[src/rtl/core/rrpd_pkg.sv]
// rrpd_pkg: word types, run descriptor and constants for the rgba run-length decoder
// no dependencies
package rrpd_pkg;

    localparam logic [7:0]  CTRL_SKIP     = 8'h00;
    localparam logic [7:0]  CTRL_LITERAL  = 8'hFF;
    localparam logic [7:0]  ALPHA_OPAQUE  = 8'hFF;
    localparam logic [23:0] FRAME_RESET   = 24'd1048576;
    localparam logic [8:0]  DIV3_RECIP    = 9'd171;

    typedef struct packed {
        logic [7:0] data_byte;
        logic       last_byte;
    } t_in_word;

    typedef struct packed {
        logic [7:0] pixel_byte0;
        logic [7:0] pixel_byte1;
        logic [7:0] pixel_byte2;
        logic [7:0] pixel_alpha;
        logic [6:0] repeat_count;
        logic       alpha_mismatch;
        logic       overflow;
        logic       truncated;
        logic       stream_end;
    } t_out_word;

    typedef struct packed {
        logic       run_valid;
        logic [7:0] b0;
        logic [7:0] b1;
        logic [7:0] b2;
        logic [7:0] alpha;
        logic [6:0] len;
        logic       mism;
        logic       last;
        logic       trunc;
    } t_run;

    // floor(d / 3) for an 8-bit value via reciprocal multiply
    function automatic logic [6:0] div3(input logic [7:0] d);
        logic [16:0] prod;
        prod = {9'd0, d} * {8'd0, DIV3_RECIP};
        return prod[15:9];
    endfunction

endpackage

[src/rtl/core/rrpd_token_fsm.sv]
// rrpd_token_fsm: token parser holding phase and partial pixel bytes
// depends on rrpd_pkg
module rrpd_token_fsm import rrpd_pkg::*; (
    input  logic     i_clk,
    input  logic     i_rst_n,
    input  logic     i_fire,
    input  t_in_word i_word,
    output t_run     o_run
);

    typedef enum logic [2:0] {
        PH_CONTROL,
        PH_SKIP_COUNT,
        PH_LIT_COUNT,
        PH_LIT_PIXEL,
        PH_MIXED_PIXEL
    } t_phase;

    t_phase     r_phase, n_phase;
    logic [6:0] r_lit_left, n_lit_left;
    logic [2:0] r_bip, n_bip;
    logic [7:0] r_color0, n_color0;
    logic [7:0] r_color1, n_color1;
    logic [7:0] r_control, n_control;
    logic       r_mism, n_mism;
    logic [7:0] d;
    logic [6:0] d3;

    assign d  = i_word.data_byte;
    assign d3 = div3(d);

    always_comb begin
        n_phase    = r_phase;
        n_lit_left = r_lit_left;
        n_bip      = r_bip;
        n_color0   = r_color0;
        n_color1   = r_color1;
        n_control  = r_control;
        n_mism     = r_mism;
        o_run      = '0;
        case (r_phase)
            PH_CONTROL: begin
                if (d == CTRL_SKIP) begin
                    n_phase = PH_SKIP_COUNT;
                end else if (d == CTRL_LITERAL) begin
                    n_phase = PH_LIT_COUNT;
                end else begin
                    n_control = d;
                    n_mism    = 1'b0;
                    n_bip     = 3'd0;
                    n_phase   = PH_MIXED_PIXEL;
                end
            end
            PH_SKIP_COUNT: begin
                n_phase = PH_CONTROL;
                if (d3 != 7'd0) begin
                    o_run.run_valid = 1'b1;
                    o_run.len       = d3;
                end
            end
            PH_LIT_COUNT: begin
                n_lit_left = d3;
                n_bip      = 3'd0;
                n_phase    = (d3 != 7'd0) ? PH_LIT_PIXEL : PH_CONTROL;
            end
            PH_LIT_PIXEL: begin
                if (r_bip == 3'd0) begin
                    n_color0 = d;
                    n_bip    = 3'd1;
                end else if (r_bip == 3'd1) begin
                    n_color1 = d;
                    n_bip    = 3'd2;
                end else begin
                    o_run.run_valid = 1'b1;
                    o_run.b0        = r_color0;
                    o_run.b1        = r_color1;
                    o_run.b2        = d;
                    o_run.alpha     = ALPHA_OPAQUE;
                    o_run.len       = 7'd1;
                    n_bip           = 3'd0;
                    n_lit_left      = r_lit_left - 7'd1;
                    if (n_lit_left == 7'd0) begin
                        n_phase = PH_CONTROL;
                    end
                end
            end
            default: begin
                case (r_bip)
                    3'd0: begin
                        n_color0 = d;
                        n_bip    = 3'd1;
                    end
                    3'd1, 3'd3: begin
                        if (d != r_control) begin
                            n_mism = 1'b1;
                        end
                        n_bip = r_bip + 3'd1;
                    end
                    3'd2: begin
                        n_color1 = d;
                        n_bip    = 3'd3;
                    end
                    default: begin
                        o_run.run_valid = 1'b1;
                        o_run.b0        = r_color0;
                        o_run.b1        = r_color1;
                        o_run.b2        = d;
                        o_run.alpha     = r_control;
                        o_run.len       = 7'd1;
                        o_run.mism      = r_mism;
                        n_bip           = 3'd0;
                        n_mism          = 1'b0;
                        n_phase         = PH_CONTROL;
                    end
                endcase
            end
        endcase
        o_run.last  = i_word.last_byte;
        o_run.trunc = (n_phase != PH_CONTROL);
        if (i_word.last_byte) begin
            n_phase    = PH_CONTROL;
            n_lit_left = 7'd0;
            n_bip      = 3'd0;
            n_color0   = 8'd0;
            n_color1   = 8'd0;
            n_control  = 8'd0;
            n_mism     = 1'b0;
        end
    end

    always_ff @(posedge i_clk) begin
        if (!i_rst_n) begin
            r_phase    <= PH_CONTROL;
            r_lit_left <= 7'd0;
            r_bip      <= 3'd0;
            r_color0   <= 8'd0;
            r_color1   <= 8'd0;
            r_control  <= 8'd0;
            r_mism     <= 1'b0;
        end else if (i_fire) begin
            r_phase    <= n_phase;
            r_lit_left <= n_lit_left;
            r_bip      <= n_bip;
            r_color0   <= n_color0;
            r_color1   <= n_color1;
            r_control  <= n_control;
            r_mism     <= n_mism;
        end
    end

endmodule

[src/rtl/core/rrpd_frame_clip.sv]
// rrpd_frame_clip: clips runs to the frame, tracks pixels written, forms result words
// depends on rrpd_pkg
module rrpd_frame_clip import rrpd_pkg::*; (
    input  logic        i_clk,
    input  logic        i_rst_n,
    input  logic        i_fire,
    input  logic [23:0] i_frame_pixels,
    input  t_run        i_run,
    output logic        o_valid,
    output t_out_word   o_word
);

    logic [24:0] r_written, n_written;
    logic [24:0] frame_ext;
    logic [24:0] room;
    logic [6:0]  kept;
    logic        over;

    assign frame_ext = {1'b0, i_frame_pixels};

    always_comb begin
        room = (r_written < frame_ext) ? (frame_ext - r_written) : 25'd0;
        if ({18'd0, i_run.len} < room) begin
            kept = i_run.len;
            over = 1'b0;
        end else begin
            kept = room[6:0];
            over = ({18'd0, i_run.len} > room);
        end
        o_valid = i_run.run_valid || i_run.last;
        o_word  = '0;
        n_written = r_written;
        if (i_run.run_valid) begin
            o_word.pixel_byte0    = i_run.b0;
            o_word.pixel_byte1    = i_run.b1;
            o_word.pixel_byte2    = i_run.b2;
            o_word.pixel_alpha    = i_run.alpha;
            o_word.repeat_count   = kept;
            o_word.alpha_mismatch = i_run.mism;
            o_word.overflow       = over;
            n_written             = r_written + {18'd0, kept};
        end else begin
            o_word.truncated = i_run.trunc && i_run.last;
        end
        o_word.stream_end = i_run.last;
        if (i_run.last) begin
            n_written = 25'd0;
        end
    end

    always_ff @(posedge i_clk) begin
        if (!i_rst_n) begin
            r_written <= 25'd0;
        end else if (i_fire) begin
            r_written <= n_written;
        end
    end

endmodule

[src/rtl/core/rle_rgba_pixel_decoder_core.sv]
// rle_rgba_pixel_decoder_core: top level, input register, token parser, frame clip, result register
// depends on rrpd_pkg, rrpd_token_fsm, rrpd_frame_clip
// path: input register, then token parser and frame clip, then result register
// throughput: one byte per cycle unless the output stalls, set by the single-pass parser
// reset: synchronous active low; clears both stages, parser state and pixel count,
// frame_pixels returns to 1048576
module rle_rgba_pixel_decoder_core import rrpd_pkg::*; (
    input  logic        i_clk,
    input  logic        i_rst_n,
    input  logic        i_in_valid,
    output logic        o_in_ready,
    input  t_in_word    i_in,
    output logic        o_out_valid,
    input  logic        i_out_ready,
    output t_out_word   o_out,
    input  logic        i_cfg_valid,
    output logic        o_cfg_ready,
    input  logic [23:0] i_cfg_data
);

    logic        r_in_valid;
    t_in_word    r_in;
    logic        r_out_valid;
    t_out_word   r_out;
    logic [23:0] r_frame_pixels;
    logic        advance;
    logic        fire;
    t_run        run;
    logic        res_valid;
    t_out_word   res;

    assign advance     = !r_out_valid || i_out_ready;
    assign fire        = r_in_valid && advance;
    assign o_in_ready  = !r_in_valid || advance;
    assign o_cfg_ready = 1'b1;
    assign o_out_valid = r_out_valid;
    assign o_out       = r_out;

    rrpd_token_fsm u_fsm (
        .i_clk   (i_clk),
        .i_rst_n (i_rst_n),
        .i_fire  (fire),
        .i_word  (r_in),
        .o_run   (run)
    );

    rrpd_frame_clip u_clip (
        .i_clk          (i_clk),
        .i_rst_n        (i_rst_n),
        .i_fire         (fire),
        .i_frame_pixels (r_frame_pixels),
        .i_run          (run),
        .o_valid        (res_valid),
        .o_word         (res)
    );

    always_ff @(posedge i_clk) begin
        if (!i_rst_n) begin
            r_in_valid     <= 1'b0;
            r_out_valid    <= 1'b0;
            r_frame_pixels <= FRAME_RESET;
        end else begin
            if (o_in_ready) begin
                r_in_valid <= i_in_valid;
            end
            if (advance) begin
                r_out_valid <= fire && res_valid;
            end
            if (i_cfg_valid) begin
                r_frame_pixels <= i_cfg_data;
            end
        end
    end

    always_ff @(posedge i_clk) begin
        if (o_in_ready && i_in_valid) begin
            r_in <= i_in;
        end
        if (fire) begin
            r_out <= res;
        end
    end

endmodule
[config.mk]
export PLATFORM = sky130hd
export DESIGN_NAME = rle_rgba_pixel_decoder_core
export DESIGN_NICKNAME = d
export VERILOG_FILES = /design/src/rtl/core/rrpd_pkg.sv /design/src/rtl/core/rrpd_token_fsm.sv /design/src/rtl/core/rrpd_frame_clip.sv /design/src/rtl/core/rle_rgba_pixel_decoder_core.sv
export SDC_FILE = /design/constraint.sdc
export NUM_CORES = 1
export LEC_CHECK = 0
export BUFFER_PORTS_ARGS = -buffer_cell sky130_fd_sc_hd__buf_2
export CORE_MARGIN = 3
export CORE_UTILIZATION = 50
export DETAILED_ROUTE_END_ITERATION = 7
export GPL_TIMING_DRIVEN = 0
export PLACE_DENSITY = 0.69
export SLEW_MARGIN = 5
export SYNTH_ARGS = -nofsm -noshare
export SYNTH_HDL_FRONTEND = slang
export SYNTH_HIERARCHICAL = 1
export SYNTH_SLANG_ARGS = --single-unit
[constraint.sdc]
create_clock -name i_clk -period 9.5 [get_ports i_clk]
set_clock_uncertainty 0.1 [all_clocks]
set_input_delay 0.95 -clock i_clk [delete_from_list [all_inputs] [get_ports i_clk]]
set_output_delay 0.95 -clock i_clk [all_outputs]
set_load 0.1 [all_outputs]
# After elaboration in Yosys (flattened, before gate mapping)
# Index checks and enable logic that the tools add are counted.
# op_classes
mul	1
n_addsub	4
reduce_logical	35
n_div	0
bitwise_logic	1
eq_ne	20
n_mux	50
n_shift	0
order_cmp	3
# op_table
cell	count
2-to-1 mux 8 bit	11
2-to-1 mux 40 bit	2
2-to-1 mux 25 bit	3
one-hot mux 32 bit (2 select lines)	1
2-to-1 mux 41 bit	1
2-to-1 mux 7 bit	5
2-to-1 mux 3 bit	11
adder 25 x 7 -> 25 bit	1
greater-than comparator 7 x 25 -> 1 bit	1
less-than comparator 25 x 24 -> 1 bit	1
less-than comparator 7 x 25 -> 1 bit	1
subtractor 24 x 25 -> 25 bit	1
one-hot mux 3 bit (4 select lines)	2
one-hot mux 7 bit (3 select lines)	1
multiplier 8 x 8 -> 16 bit (second input constant)	1
one-hot mux 8 bit (2 select lines)	1
one-hot mux 7 bit (2 select lines)	1
equality test 3 x 2 -> 1 bit (second input constant)	4
inequality test 3 bit (second input constant)	4
AND reduction 4 bit	3
one-hot mux 3 bit (3 select lines)	1
nonzero test 3 bit	3
OR reduction 9 bit	1
equality test 8 bit (second input constant)	1
29 further kinds	52
# totals
latchBits	0
romBits	0
mem_bits_rw	0
memories	0
ff_bits	141
input_bits	38

# Depth between registers and ports, before layout
# Gate-level depths: netlist (run 1).
# depth
depth_word	9
ltp_mapped	33
mapped_depth_nobuf	33

# Cells and area by module
# Netlist (run 1), hierarchy kept.
# by_module_without_submodules
mod	cells_per_inst	area_each_um2	instances	seq_area_each_um2
rrpd_frame_clip	517	3808.7	1	500.5
rrpd_token_fsm	448	3708.6	1	760.7
rle_rgba_pixel_decoder_core	141	2588.7	1	2082.0

# Worst setup path before layout (run 1)
# Ideal clock, no wire load.
# synth_timing
path_kind	reg2reg
startpoint	register r_in[2] (netlist bit)
endpoint	register u_clip.r_written[23]
path_slack_ns	1.879
setup_time_ns	0.071
path_stages_with_launch	32
arrival_ns	7.449
cell_sequence	edfxtp_1 > ha_1 > fa_1 > fa_1 > fa_1 > ha_1 > o21ai_0 > o21ai_1 > o211ai_1 > nor2_1 > nor3_1 > nor2b_1 > ha_1 > nand4_1 > nor2_1 > o311ai_0 > nand2_1 > nand4b_1 > nor4_4 > nor2_2 > a22o_1 > ha_1 > a21o_1 > a21oi_1 > o21ai_1 > a21o_1 > a21o_1 > or3b_1 > or2_1 > clkbuf_1 > or3_1 > a21oi_1
# synth_rtl
element	line_no	rtl
start, declared	rle_rgba_pixel_decoder_core.sv:22	t_in_word r_in;
start signal, assigned	rle_rgba_pixel_decoder_core.sv:77	r_in <= i_in;
end signal, assigned	rrpd_frame_clip.sv:55	r_written <= n_written;
end, declared	rrpd_frame_clip.sv:13	logic [24:0] r_written, n_written;

==> out/qor.txt, run 1 <==
Worst path max stage delay = 560 ps
fraction of layout instances using a drive strength above 1 = 0.143
result of the run = finished clean
cell family with the largest share of critical-path delay = simple AND/OR/NAND/NOR gates
cts bufs inserted = 17
most common cell in the netlist = nand2_1
met3 routing resource usage after global routing = 0.0329
slowest CP cell = edfxtp_1
Area Growth Syn to Fin = 13.6%
most area-consuming cells after synthesis = dfxtp_1 (18%), edfxtp_1 (15%), ha_1 (11%), mux2i_1 (5.2%), nor2b_1 (4.0%)
VDD IR max = 0.124 mV
cell count after placement = 1453
total of buffers placed on input and output ports = 81
final hold viol count = 0
Synth Net Count = 1248
cell at the root of the clock tree = clkbuf_16
synthesized instance count = 1106
placer congestion estimate = 0.906
busiest metal layer after global routing = met2
worst setup path class = flop to flop
Core ar. = 0.0197 mm²
Routed WL per cell = 15.8 µm
share of the clock period used by the worst path = 0.940
Sinks on Clock Net = 141
routed vias/inst = 5.49
Global Route Usage Sum = 0.214
netlist area before placement = 0.0101 mm²
total non-filler cell area in the finished layout = 0.0115 mm²
half-perimeter wire length after detailed placement = 18200 µm
final setup violation count = 0
clock transition at the register clock pins on the worst setup and hold paths after CTS = 60 ps
Power Dens Cells = 167 mW/mm²
detailed-routing iteration count for the pre-antenna-repair pass = 5
Iteration-0 DRC Markers = 603
Die Height = 148 µm
most repeated library cell on the critical path = ha_1
post-layout net count = 1349
number of synthesized register bits = 141
horizontal die dimension = 148 µm
post-route antenna net violation count = 0
ys async rst share = 0
maximum number of pins on one net before global-route repair = 42
Tightest Hold Check Type = flop to flop
number of antenna violations at the first check in global routing = 0
area of the die = 0.0220 mm²
insertion delay of the later-clocked pin in the worst-skew pair = 420 ps
Yosys warning total = 6
CP bufs+invs = 1
Top-Level Pins = 84
final period demand of the worst path = 8930 ps
count of flip-flops with a built-in enable after synthesis = 52
worst path required time = 9740 ps
Max Fclk = 112 MHz
met2 Track Usage GR = 0.338
post-synthesis sequential area ratio = 0.331
Gates resized, CTS repair = 0
arrival time worst endpoint = 9170 ps
vias in the first global route = 7675
Final Slew Violations = 0
static leakage = 4.88 nW
reported max-cap violation count = 0
post-synthesis cell type with the largest combined area = dfxtp_1
final global-route overflow total = 0
TNS Setup = 0 ps
initial core utilization = 0.514
Post-CTS Setup Bufs = 0
setup repair after global routing missed its margin = no
post-place instance area = 0.0109 mm²
total length of routed wires = 23500 µm
standard-cell rows = 51
global-route met1 utilization = 0.303
via total after detailed routing = 8146
pin slew with the least headroom to its limit = 890 ps
H-tree depth reported by CTS = 4
Final Util = 0.584
Yosys top cell area share = 0.176
maximum fanout count along the critical path = 9
clock buffer depth = 2
clock tree from TritonCTS = built
DR DRC count = 0
top_reg_cell synth = dfxtp_1
number of hold buffers added after cts = 0
Antenna Diode Count = 0
fin cells = 1485
relative slew slack = 0.401
post-synthesis area per instance = 9.14 µm²
wire length of the first global-routing pass = 38300 µm
synth cell count leaders = nand2_1 (95), ha_1 (90), dfxtp_1 (89), inv_1 (70)
Worst Setup End Kind = flop
sort of element at the start of the critical path = flop
number of distinct standard cells referenced by the synthesized netlist = 90
worst min-delay path: cells and delay by family, from the launching register on:
kind            cells  cell delay (ps)
flops               1              320
simple gates        1               60
compound gates      1               50
flip-flops by register name (all words and copies together), names as in the netlist:
name / count
o_out_valid: 1
u_fsm/r_lit_left: 7
r_in_valid: 1
u_fsm/r_mism: 1
u_fsm/r_color1: 8
r_frame_pixels: 24
u_clip/r_written: 25
u_fsm/r_bip: 3
u_fsm/r_color0: 8
r_in: 9
u_fsm/r_phase: 3
u_fsm/r_control: 8
o_out: 43
metal layers:
metal | share of wire | up-vias
met5 | 0 | -
met4 | 0.025 | 0
met3 | 0.055 | 36
met2 | 0.44 | 225
met1 | 0.48 | 3758
li1 | - | 4127
path summary, 6_finish.rpt:
kind	startpoint	endpoint	slack [ps]	depth (start not counted)
max reg2reg	r_in[2]$_DFFE_PP_	u_clip/r_written[23]$_SDFFE_PN0P_	570	30
min reg2reg	u_clip/r_written[20]$_SDFFE_PN0P_	u_clip/r_written[20]$_SDFFE_PN0P_	370	2
max	r_in[2]$_DFFE_PP_	u_clip/r_written[23]$_SDFFE_PN0P_	570	30
min	u_clip/r_written[20]$_SDFFE_PN0P_	u_clip/r_written[20]$_SDFFE_PN0P_	370	2
logic make-up after synthesis:
family,after synthesis,synth area share
buf+inv,120,0.0527
simple gates,414,0.224
flops,141,0.331
compound gates,228,0.161
mux,54,0.0537
xor+xnor,44,0.0381
other cells,1,0.000371
fa+ha+maj,104,0.139
metrics by stage:
step | setup WS (ps) | hold slack [ps] | power (W)
after floorplan | 1880 | 345 | 0.00111
after global placement | 619 | 357 | 0.00122
after detailed placement | 451 | 361 | 0.00123
after CTS | 378 | 371 | 0.00193
after global routing | 102 | 388 | 0.00202
final | 566 | 370 | 0.00192
power by group:
group          internal (W)  leakage (nW)  switching (W)
Combinational      0.000200          3.37       0.000363
Clock              0.000417         0.292       0.000274
Sequential         0.000647          1.22      0.0000160
Total               0.00126          4.88       0.000653
layout by cell type, fill, tap and decap left out, types with 8 or more instances in the layout:
cell type	instances
inv_1	70
a21boi_0	9
edfxtp_1	52
a22oi_1	8
and3_1	8
nor2b_1	65
xnor2_1	35
o21a_1	10
mux2i_1	52
dfxtp_1	89
xor2_1	9
nor2_1	65
a21oi_1	56
a21o_1	16
clkbuf_16	17
nand3_1	20
ha_1	90
nand2_1	95
o21ai_0	40
and2_1	56
o211ai_1	10
buf_2	94
nor3_1	21
fa_1	14
clkbuf_1	27
nand2b_1	8
nand4_1	21
area by class of cell:
class,count,area (µm²)
fillers,1800,8170
multi-input cells,845,6240
flip-flops and latches,141,3340
clock buffers,17,425
repair buffers,82,425
well taps,265,332
plain buffers,49,267
inverters,71,267
clock inverters,15,185
Power figures use the tool's default switching activity.
==> run 2: changes to the inputs <==
Settings changed: PLACE_DENSITY 0.69 to 0.72.
==> out/qor.txt, run 2 (synthesized netlist as in run 1, its figures left out) <==
Final Slew Violations = 0
fin cells = 1485
Top-Level Pins = 84
Tightest Hold Check Type = flop to flop
Worst Setup End Kind = flop
horizontal die dimension = 148 µm
clock transition at the register clock pins on the worst setup and hold paths after CTS = 60 ps
global-route met1 utilization = 0.299
worst setup path class = flop to flop
wire length of the first global-routing pass = 38000 µm
sort of element at the start of the critical path = flop
result of the run = finished clean
maximum number of pins on one net before global-route repair = 43
detailed-routing iteration count for the pre-antenna-repair pass = 5
maximum fanout count along the critical path = 9
reported max-cap violation count = 0
overall power = 0.00193 W
H-tree depth reported by CTS = 4
number of flip-flops in the largest register = 43
met3 routing resource usage after global routing = 0.0356
Area Growth Syn to Fin = 13.7%
fraction of layout instances using a drive strength above 1 = 0.144
area used by sequential logic in the layout = 0.00334 mm²
met2 Track Usage GR = 0.342
Final Util = 0.585
most repeated library cell on the critical path = ha_1
Core ar. = 0.0197 mm²
initial core utilization = 0.514
VDD IR max = 0.135 mV
post-route antenna net violation count = 0
arrival time worst endpoint = 9170 ps
Power Dens Cells = 168 mW/mm²
Global Route Usage Sum = 0.213
final hold viol count = 0
routed vias/inst = 5.59
placer congestion estimate = 0.930
cts bufs inserted = 17
Post-CTS Setup Bufs = 0
Antenna Diode Count = 0
Iteration-0 DRC Markers = 551
DR DRC count = 0
worst path required time = 9740 ps
setup repair after global routing missed its margin = no
slowest CP cell = edfxtp_1
Routed WL per cell = 15.8 µm
clock tree from TritonCTS = built
relative slew slack = 0.477
Worst path max stage delay = 550 ps
standard-cell rows = 51
final setup violation count = 0
insertion delay of the later-clocked pin in the worst-skew pair = 420 ps
post-layout net count = 1349
number of antenna violations at the first check in global routing = 0
vias in the first global route = 7655
pin slew with the least headroom to its limit = 777 ps
final global-route overflow total = 0
busiest metal layer after global routing = met2
cell at the root of the clock tree = clkbuf_16
Die Height = 148 µm
cell count after placement = 1453
share of the clock period used by the worst path = 0.940
fillcell total = 1798
leading cell type in the layout, fill and taps excluded = nand2_1
highest-count cells in the layout ignoring fill and taps = nand2_1 (95), buf_2 (94), ha_1 (90)
total of buffers placed on input and output ports = 81
total length of routed wires = 23400 µm
Sinks on Clock Net = 141
via total after detailed routing = 8294
final period demand of the worst path = 8930 ps
Multi-input gate area = 0.00624 mm²
TNS Setup = 0 ps
clock buffer depth = 2
Max Fclk = 112 MHz
static leakage = 4.89 nW
area of the die = 0.0220 mm²
half-perimeter wire length after detailed placement = 18000 µm
run 2: changes by cell type in the layout (fill, tap and decap cells not counted):
cell / before / now
inv_8: 1 / 2
clkinvlp_4: 2 / 1
clkinv_4: 3 / 4
inv_6: 4 / 3
clkbuf_1: 27 / 28
clkinv_1: 2 / 0
clkbuf_8: 0 / 1
run 2: cell type report:
class,instances,area share
repair buffers,82,0.0370
clock buffers,19,0.0385
inverters,71,0.0232
multi-input cells,845,0.543
clock inverters,13,0.0158
well taps,265,0.0288
flip-flops and latches,141,0.291
plain buffers,49,0.0232
run 2: what timing repair did:
| action | 4_1_cts | 5_1_grt |
|---|---|---|
| resized for setup | 0 | 1 |
| setup endpoints to repair | 0 | 3 |
| hold buffers | 0 | 0 |
run 2: path summary, 6_finish.rpt:
kind | depth (start not counted) | endpoint | slack [ps] | from
min | 2 | u_clip/r_written[20]$_SDFFE_PN0P_ | 380 | u_clip/r_written[20]$_SDFFE_PN0P_
min reg2reg | 2 | u_clip/r_written[20]$_SDFFE_PN0P_ | 380 | u_clip/r_written[20]$_SDFFE_PN0P_
max reg2reg | 31 | u_clip/r_written[19]$_SDFFE_PN0P_ | 570 | r_in[2]$_DFFE_PP_
max | 31 | u_clip/r_written[19]$_SDFFE_PN0P_ | 570 | r_in[2]$_DFFE_PP_
run 2: critical path, delay by kind of cell, from the launching register on:
kind	cells	cell delay (ps)
AND/OR/NAND/NOR	12	2970
adder cells (fa/ha/maj)	7	2740
AO/OA/AOI/OAI	11	2280
flip-flops	1	550
buffers and inverters	1	200
run 2: per-stage QoR:
step | cell area, µm² | hold WS, ps | setup slack [ps]
after floorplan | 10100 | 345 | 1880
after global placement | 10800 | 359 | 547
after detailed placement | 10900 | 366 | 494
after CTS | 11500 | 376 | 411
after global routing | 11500 | 433 | 109
final | 11500 | 375 | 568
run 2: where the power goes:
part           switching, W  internal [W]  leakage, nW
combinational      0.000362      0.000199         3.37
clock              0.000278      0.000428        0.303
sequential        0.0000164      0.000647         1.22
total              0.000656       0.00127         4.89
run 2: metal layers:
layer	share of wire	vias to the layer above	wire (µm)
li1	-	4133	-
met1	0.47	3859	11000
met2	0.45	272	10600
met3	0.060	30	1410
met4	0.016	0	386
met5	0	-	0
==> run 3: changes to the inputs <==
Settings changed: RECOVER_POWER set to 100.
==> out/qor.txt, run 3 (synthesized netlist as in run 1, its figures left out) <==
H-tree depth reported by CTS = 4
static leakage = 4.72 nW
final global-route overflow total = 0
slowest CP cell = edfxtp_1
DR DRC count = 0
cell at the root of the clock tree = clkbuf_16
Worst Setup End Kind = flop
clock tree from TritonCTS = built
share of the clock period used by the worst path = 0.942
Worst path max stage delay = 550 ps
number of flip-flops in the largest register = 43
Sinks on Clock Net = 141
Multi-input gate area = 0.00621 mm²
TNS Setup = 0 ps
fraction of layout instances using a drive strength above 1 = 0.101
horizontal die dimension = 148 µm
Core ar. = 0.0197 mm²
post-route antenna net violation count = 0
detailed-routing iteration count for the pre-antenna-repair pass = 5
number of hold buffers added after cts = 0
via total after detailed routing = 8251
worst path required time = 9730 ps
reported max-cap violation count = 3
total of buffers placed on input and output ports = 81
Max Fclk = 112 MHz
half-perimeter wire length after detailed placement = 18000 µm
placer congestion estimate = 0.930
routed vias/inst = 5.56
most repeated library cell on the critical path = ha_1
maximum fanout count along the critical path = 9
relative slew slack = -0.385
Tightest Hold Check Type = flop to flop
sort of element at the start of the critical path = flop
setup repair after global routing missed its margin = no
insertion delay of the later-clocked pin in the worst-skew pair = 420 ps
total length of routed wires = 23500 µm
leading cell type in the layout, fill and taps excluded = nand2_1
maximum number of pins on one net before global-route repair = 43
VDD IR max = 0.135 mV
clock transition at the register clock pins on the worst setup and hold paths after CTS = 60 ps
fillcell total = 1823
worst setup path class = flop to flop
clock buffer depth = 2
failing checks = capacitance limit, slew limit
post-layout net count = 1349
register-to-register path setup slack = 550 ps
arrival time worst endpoint = 9180 ps
cts bufs inserted = 17
initial core utilization = 0.514
Area Growth Syn to Fin = 12.7%
Power Dens Cells = 169 mW/mm²
Final Slew Violations = 61
wire length of the first global-routing pass = 38000 µm
vias in the first global route = 7655
final period demand of the worst path = 8950 ps
overall power = 0.00192 W
area used by sequential logic in the layout = 0.00334 mm²
highest-count cells in the layout ignoring fill and taps = nand2_1 (95), ha_1 (90), dfxtp_1 (89)
final setup violation count = 0
number of antenna violations at the first check in global routing = 0
pin slew with the least headroom to its limit = 2080 ps
final hold viol count = 0
Global Route Usage Sum = 0.213
Die Height = 148 µm
Top-Level Pins = 84
area of the die = 0.0220 mm²
result of the run = finished with violations
standard-cell rows = 51
Iteration-0 DRC Markers = 532
Antenna Diode Count = 0
Routed WL per cell = 15.9 µm
[run 3: layout make-up]
cell class,count,share of cell area
Timing Repair Buffer,82,0.0309
Inverter,71,0.0234
Tap cell,265,0.0291
Sequential cell,141,0.294
Clock buffer,19,0.0389
Multi-Input combinational cell,845,0.545
Buffer,49,0.0231
Clock inverter,13,0.0159
[run 3: power by group]
group / total, W / internal [W] / switching [W]
logic: 0.000547 / 0.000194 / 0.000353
clock network: 0.000708 / 0.000428 / 0.000280
registers: 0.000664 / 0.000647 / 0.0000167
[run 3: final timing paths]
check | from | end | cells past startpoint
setup / recovery | r_in[2]$_DFFE_PP_ | u_clip/r_written[19]$_SDFFE_PN0P_ | 31
hold / removal | u_clip/r_written[20]$_SDFFE_PN0P_ | u_clip/r_written[20]$_SDFFE_PN0P_ | 2
hold reg to reg | u_clip/r_written[20]$_SDFFE_PN0P_ | u_clip/r_written[20]$_SDFFE_PN0P_ | 2
setup reg to reg | r_in[2]$_DFFE_PP_ | u_clip/r_written[19]$_SDFFE_PN0P_ | 31
[run 3: through the flow]
stage	hold WS, ps	setup slack (ps)	instances	area (µm²)	utilization
6_report	375	555	1485	11400	0.579
5_1_grt	433	84.0	1485	11400	0.579
4_1_cts	376	411	1485	11500	0.585
3_5_place_dp	366	494	1453	10900	0.553
3_3_place_gp	359	547	1452	10800	0.552
2_1_floorplan	345	1880	1106	10100	-
[run 3: timing repair]
action / in CTS / in global routing
buffers inserted: 0 / 0
gates resized for setup: 0 / 1
endpoints found under the setup margin: 0 / 3
[run 3: worst max-delay path: cells and delay by family, from the launching register on]
family                     cells  cell delay, ps
AOI/OAI and AO/OA             11            2430
adders and majority gates      7            2740
buffers and inverters          1             210
DFF                            1             550
and+or+nand+nor               12            2840
[run 3: routing by layer]
metal | up-vias | global-route usage | part of all wire
li1 | 4143 | - | -
met1 | 3834 | 0.299 | 0.47
met2 | 250 | 0.342 | 0.45
met3 | 24 | 0.0356 | 0.064
met4 | 0 | 0.0582 | 0.016
met5 | - | 0 | 0
